<file path="config.mk">
export PLATFORM = sky130hd
export DESIGN_NAME = sqr_div
export DESIGN_NICKNAME = d
export VERILOG_FILES = /design/src/rtl/core/sqr_pkg.sv /design/src/rtl/core/sqr_div.sv
export SDC_FILE = /design/constraint.sdc
export NUM_CORES = 2
export LEC_CHECK = 0
export BUFFER_PORTS_ARGS = -buffer_cell sky130_fd_sc_hd__buf_2
export CAP_MARGIN = 20
export CORE_AREA = 2 2 310 312
export CTS_CLUSTER_SIZE = 20
export DETAILED_ROUTE_END_ITERATION = 8
export DIE_AREA = 0 0 312 314
export HOLD_SLACK_MARGIN = 0.1
export PLACE_DENSITY_LB_ADDON = 0.3
export SYNTH_ARGS = -nofsm -noshare
export SYNTH_HDL_FRONTEND = slang
export SYNTH_SLANG_ARGS = --single-unit
</file>
<file path="constraint.sdc">
create_clock -name clk -period 7.8 [get_ports clk]
set_input_delay 0 -clock clk [delete_from_list [all_inputs] [get_ports clk]]
set_output_delay 0 -clock clk [all_outputs]
set_load 0.01 [all_outputs]
</file>
<file path="src/rtl/core/sqr_pkg.sv">
// Shared types, constants and helper functions of the sprite quad corner pipeline.
// Used by sqr_cordic, sqr_div and sprite_quad_rotate_to_ndc; depends on nothing.
`default_nettype none

package sqr_pkg;

	// One sprite draw request.
	typedef struct packed {
		logic signed [15:0] dest_x;
		logic signed [15:0] dest_y;
		logic signed [15:0] dest_w;
		logic signed [15:0] dest_h;
		logic signed [15:0] src_x;
		logic signed [15:0] src_y;
		logic signed [15:0] src_w;
		logic signed [15:0] src_h;
		logic signed [15:0] angle_deg;
	} sprite_t;

	// One corner of the quad.
	typedef struct packed {
		logic [1:0]         corner;
		logic signed [15:0] ndc_x;
		logic signed [15:0] ndc_y;
		logic signed [15:0] tex_u;
		logic signed [15:0] tex_v;
		logic               last;
	} vert_t;

	// Corner identity that travels alongside the arithmetic.
	typedef struct packed {
		logic [1:0] corner;
		logic       last;
	} tag_t;

	// Corner geometry that rides through the sine/cosine pipeline.
	typedef struct packed {
		tag_t               tag;
		logic signed [17:0] cx;   // 2*dest_x + dest_w, Q.5 centre
		logic signed [17:0] cy;
		logic signed [16:0] ox;   // offset from the centre, Q.5
		logic signed [16:0] oy;
		logic signed [16:0] su;   // source corner, Q.4
		logic signed [16:0] sv;
	} geom_t;

	typedef enum logic [1:0] {
		REG_SCREEN_W  = 2'd0,
		REG_SCREEN_H  = 2'd1,
		REG_TEXTURE_W = 2'd2,
		REG_TEXTURE_H = 2'd3
	} reg_idx_t;

	localparam logic [1:0] CORNER_LAST = 2'd3;

	localparam int CORDIC_ITERS = 16;
	localparam int CORDIC_LAT   = CORDIC_ITERS + 2;
	localparam int QUO_BITS     = 17;
	localparam int DIV_LAT      = QUO_BITS + 1;
	localparam int NUM_W        = 36;
	localparam int DEN_W        = 19;

	localparam logic signed [33:0] CORDIC_K = 34'sd652032874;

	// Rounded atan(2^-i) in degrees, Q.16.
	localparam logic signed [24:0] ATAN_Q16 [CORDIC_ITERS] = '{
		25'sd2949120, 25'sd1740967, 25'sd919879, 25'sd466945,
		25'sd234379,  25'sd117304,  25'sd58666,  25'sd29335,
		25'sd14668,   25'sd7334,    25'sd3667,   25'sd1833,
		25'sd917,     25'sd458,     25'sd229,    25'sd115
	};

	function automatic logic [13:0] nonzero14(input logic [13:0] v);
		nonzero14 = (v == 14'd0) ? 14'd1 : v;
	endfunction

	function automatic logic signed [15:0] sat16(input logic signed [18:0] v);
		if (v > 19'sd32767) begin
			sat16 = 16'sh7fff;
		end else if (v < -19'sd32768) begin
			sat16 = -16'sh8000;
		end else begin
			sat16 = v[15:0];
		end
	endfunction

endpackage

`default_nettype wire

</file>
<file path="src/rtl/core/sqr_div.sv">
// Pipelined floor division of a signed numerator by a positive divisor, one quotient bit
// per stage, quotient clamped to QUO_BITS of magnitude. Uses sqr_pkg.
`default_nettype none

module sqr_div
	import sqr_pkg::*;
(
	input  wire logic                    clk,
	input  wire logic                    en,
	input  wire logic signed [NUM_W-1:0] num,
	input  wire logic [DEN_W-1:0]        den,
	output logic signed [QUO_BITS:0]     quo
);

	logic [NUM_W-1:0]    rem_s [DIV_LAT];
	logic [QUO_BITS-1:0] quo_s [DIV_LAT];
	logic                neg_s [DIV_LAT];
	logic                ovf_s [DIV_LAT];

	logic [NUM_W-1:0] mag, den_top;
	logic [QUO_BITS-1:0] qq;

	// For a negative numerator, floor(n/d) = ~floor(~n/d).
	always_comb begin
		mag     = num[NUM_W-1] ? ~num : num;
		den_top = NUM_W'(den) << QUO_BITS;
	end

	always_ff @(posedge clk) begin
		if (en) begin
			rem_s[0] <= mag;
			quo_s[0] <= '0;
			neg_s[0] <= num[NUM_W-1];
			ovf_s[0] <= (mag >= den_top);
		end
	end

	for (genvar k = 1; k < DIV_LAT; k++) begin : g_bit
		localparam int B = QUO_BITS - k;
		logic [NUM_W-1:0] dsh;
		logic             take;

		assign dsh  = NUM_W'(den) << B;
		assign take = (rem_s[k-1] >= dsh);

		always_ff @(posedge clk) begin
			if (en) begin
				rem_s[k] <= take ? rem_s[k-1] - dsh : rem_s[k-1];
				quo_s[k] <= quo_s[k-1] | (QUO_BITS'(take) << B);
				neg_s[k] <= neg_s[k-1];
				ovf_s[k] <= ovf_s[k-1];
			end
		end
	end

	always_comb begin
		qq  = ovf_s[DIV_LAT-1] ? '1 : quo_s[DIV_LAT-1];
		quo = neg_s[DIV_LAT-1] ? ~{1'b0, qq} : {1'b0, qq};
	end

endmodule

`default_nettype wire

</file>
==> results by stage <==
STA:
- The largest clock skew in the final design is 0.0398 ns.
- The clock period minus worst slack is roughly 4.0 ns.
- Across all hold checks on the routed design, the worst slack comes to around 0.17 ns.
- The headroom to the max-slew limit is 0.236.
- The number of max-slew violations in the final report is 0.
- Setup violations remaining at the end of the flow were counted as 0.
- For the pin with the worst max-slew slack, the measured transition is ~1.1 ns.
- Summed over all failing endpoints, the final setup total negative slack is 0 ns.
- The maximum clock frequency is about 250 MHz.
- Dividing the final minimum period by the clock period gives 0.507.
- Setup repair after global routing left no endpoint under its margin.
- The total count of hold-check failures in the final report is 0.

Cells and area:
- Fill cells in the final layout number a little over 8000.
- The final design instance area without fill is 0.0520 mm^2.
- The diode insertion count for antenna repair is 0.
- The area growth from synthesis to layout is 10.9%.
- The post-route non-filler standard cell count is between 5000 and 6000.
- The share of post-route cells with drive strength above 1 is 0.0850.
- The area of combinational cells with multiple inputs is 0.0219 mm^2.
- The final-stage net count is 4725.
- The sequential cells in the finished layout cover a total of approximately 0.024 mm^2.

Worst setup path:
- The worst register-to-register path begins at rem_s[13][4].
- The setup path with the least slack is of type reg -> reg.
- The cell with the largest stage delay on the worst path is o21ba_2.
- Across all register-to-register paths, the minimum setup slack is about 3.8 ns.
- The critical path data arrival time is roughly 4.4 ns.
- The worst setup path is launched from a flop.
- The kind of end point of the critical path is a flop.
- In this run the worst setup path begins at rem_s[13][4].
- The critical path ends at rem_s[14][7].
- The worst register-to-register path has a depth of 9.
- The critical-path maximum fanout is 40.
- The critical path data required time is approximately 8.2 ns.
- In this design, the stage delay of the slowest critical-path cell is ~0.67 ns.
- The worst register-to-register path ends at rem_s[14][7].
- The signal on the critical path passes through ha_1 > nor2b_1 > o31a_1 > o31ai_1 > nand2_1 > a2111oi_4 > o21ba_2 > inv_1 > mux2_2.

Detailed routing:
- The via total after detailed routing is 33038.
- After the first detailed-routing iteration, the DRC count stood at approximately 2700.
- The count of antenna-violating nets left after detailed routing is 0.
- The total iterations of the first detailed-routing run is 6.
- The via density per instance is between 5 and 6.
- The wire length after detailed routing is roughly 110000 um.
- After detailed routing, the average wire length per cell comes to around 19 um.
- The number of remaining DRC errors is 0.

Worst hold path:
- The worst hold path belongs to the class in -> reg.

Power and ir drop:
- The sequential share of power is 0.392.
- The sum of internal, switching and leakage power is ~0.018 W.
- The internal portion of the total power is ~0.012 W.
- The analysis attributes to net switching a power of ~0.0064 W.
- The share of total power dissipated in the clock network is 0.223.
- The proportion of power drawn by combinational gates is 0.385.
- The maximum vdd ir drop is ~0.20 mV.
- The switching power share of the total is 0.354.
- Power spread over the standard cell area amounts to between 300 and 400 mW/mm^2.
- The leakage power summed over all cells is between 15 and 20 nW.

Yosys:
- The post-synthesis average cell area is approximately 11 um^2.
- Counting every net in the synthesized netlist gives around 4600.
- The most frequent cell after synthesis is edfxtp_1.
- The number of distinct standard cells referenced by the synthesized netlist is 95.
- In the synthesized netlist, the number of instances is 4164.
- The synthesized area is 0.0468 mm^2.
- Counting flops and latches in the post-synthesis netlist gives 800.
- The share of synthesized flip-flops with an asynchronous set or reset is 0.
- By count the netlist is led by 800 x edfxtp_1, 343 x nand2_1, 341 x ha_1.
- The biggest area contributor in the post-synthesis netlist is edfxtp_1.
- The share of the synthesized area in the top cell type is 0.513.
- The number of enable-type register cells in the synthesized netlist is 800.
- For this run, the register share of the synthesized area comes to 0.513.
- In the post-synthesis netlist, the biggest area contributors are edfxtp_1 51%, ha_1 9.1%, xor2_1 4.3%, xnor2_1 3.4%, a21oi_1 3.4%.
- The dominant synthesized flop cell is edfxtp_1.
- Yosys printed 0 warnings.

Global route:
- The total routing resource utilization after global routing is 0.217.
- Entering global routing, the biggest net connects 189 pins.
- The remaining global-route overflow is 0.
- The via count of the first global-routing pass is approximately 31000.
- The first global-routing pass estimated ~170000 um of wire.
- The number of antenna violations at the first check in global routing is 1.

Floorplanning:
- The placeable core area is roughly 0.094 mm^2.
- The number of cell rows is about 110.
- The floorplan step set the die width to 312 um.
- 75 I/O pins were placed.
- The floorplan die height is around 310 um.
- The starting utilization of the core area is 0.496.
- The die covers about 0.098 mm^2.

Clock tree:
- Once the clock tree was built, the resizer swapped 0 gates to a different size.
- The library cell used as clock root buffer is clkbuf_16.
- After clock tree synthesis, the flow added hold-fix buffers numbering 38.
- The H-tree was split into 3 levels.
- Counting along the longest clock path gives a buffer depth of 3.
- Clock latency on the worst-skew pair, taken at its later pin, is approximately 0.67 ns.
- The number of setup buffers added after CTS is 0.
- The clock tree from TritonCTS is built.
- The number of clock sinks is 800.
- The clock transition at the register clock pins on the worst setup and hold paths after CTS is approximately 0.06 ns.
- The number of clock buffers added by TritonCTS is between 80 and 90.

Place:
- The placer congestion estimate is 0.921.
- Once placement finished, the instance area stood at between 0.04 and 0.05 mm^2.
- The detailed placer's ending HPWL is 75700 um.
- In this run, placement finished with an instance count of 5444.
- The quantity of I/O buffers inserted on ports is between 70 and 80.

Run:
- Max-cap violations in this run came to 0.

Outcome:
- The flow ran to the end, and the final reports show no timing, DRC or antenna violations.
==> per-stage QoR <==
stage                     setup WS [ns]   util
after floorplan                    4.73      -
after global placement             3.78  0.516
after detailed placement           3.63  0.516
after CTS                          3.87  0.549
after global routing               3.41  0.550
final                              3.85  0.550
==> critical path, delay by kind of cell, from the launching register on <==
kind / cells / cell delay (ns)
flops: 1 / 0.41
mux: 1 / 0.34
compound gates: 4 / 1.88
fa+ha+maj: 1 / 0.31
buf+inv: 1 / 0.33
simple gates: 2 / 0.40
==> cell type report <==
class | count | share of cell area
clock inverter | 52 | 0.00917
tap | 1265 | 0.0305
timing repair buffer | 155 | 0.0229
inverter | 140 | 0.0101
multi-input combinational | 3126 | 0.422
sequential | 800 | 0.462
clock buffer | 104 | 0.0435
==> state kept, by name, indices dropped and copies added, names as in the netlist <==
name / flops
neg_s: 18
ovf_s: 18
quo_s: 153
rem_s: 611
==> layout by cell type (no fill, tap or decap), types with 21 or more instances in the layout <==
cell type,netlist,final
clkbuf_16,0,88
o21bai_1,27,27
nor2_1,287,287
buf_2,28,73
nand2_1,343,343
xor2_1,228,228
and3_1,32,32
nor4b_1,24,24
or3_1,37,37
a211oi_1,31,31
a21o_1,102,102
nand3_1,66,66
o211ai_1,21,21
o21a_1,56,56
o31ai_1,35,34
nor4_1,76,76
nand2b_1,44,44
inv_1,139,139
dlygate4sd3_1,0,38
mux2_2,62,62
nor3_1,96,96
o21ai_0,281,281
edfxtp_1,800,800
a31oi_1,41,40
nand4_1,43,43
a21oi_1,318,317
buf_4,2,35
xnor2_1,184,184
ha_1,341,341
nor2b_1,44,44
==> cells by family after synthesis <==
family	share of synthesized area
AOI/OAI and AO/OA	0.143
xor gates and xnor gates	0.0770
adders and majority gates	0.0979
buffers and inverters	0.0201
DFF	0.513
muxes	0.0181
and+or+nand+nor	0.131
==> per-layer routing <==
layer | vias up | global-route usage | routed length (um)
met3 | 228 | 0.0285 | 5200
met5 | - | 0 | 0
met4 | 0 | 0.0936 | 4430
met1 | 15865 | 0.281 | 46300
li1 | 16115 | - | -
met2 | 830 | 0.367 | 51600
==> power groups by stage <==
stage	combinational [W]	sequential, W	clock (W)
global placement	0.00669	0.00710	0
detailed placement	0.00680	0.00710	0
CTS	0.00686	0.00702	0.00410
floorplan	0.00543	0.00675	0
global route	0.00776	0.00712	0.00427
finish	0.00691	0.00703	0.00400
==> worst min path at each step <==
stage            start  slack [ns]  depth (start not counted)           end
3_3_place_gp    num[5]        0.33                          2   rem_s[0][5]
4_1_cts         den[0]        0.13                          4  rem_s[13][4]
6_report        den[0]        0.17                          4  rem_s[13][4]
3_5_place_dp   num[14]        0.33                          2  rem_s[0][14]
2_1_floorplan  num[35]         0.1                          0      neg_s[0]
5_1_grt         den[0]        0.18                          4  rem_s[13][4]
No activity file was read; power rests on OpenSTA's default activity.
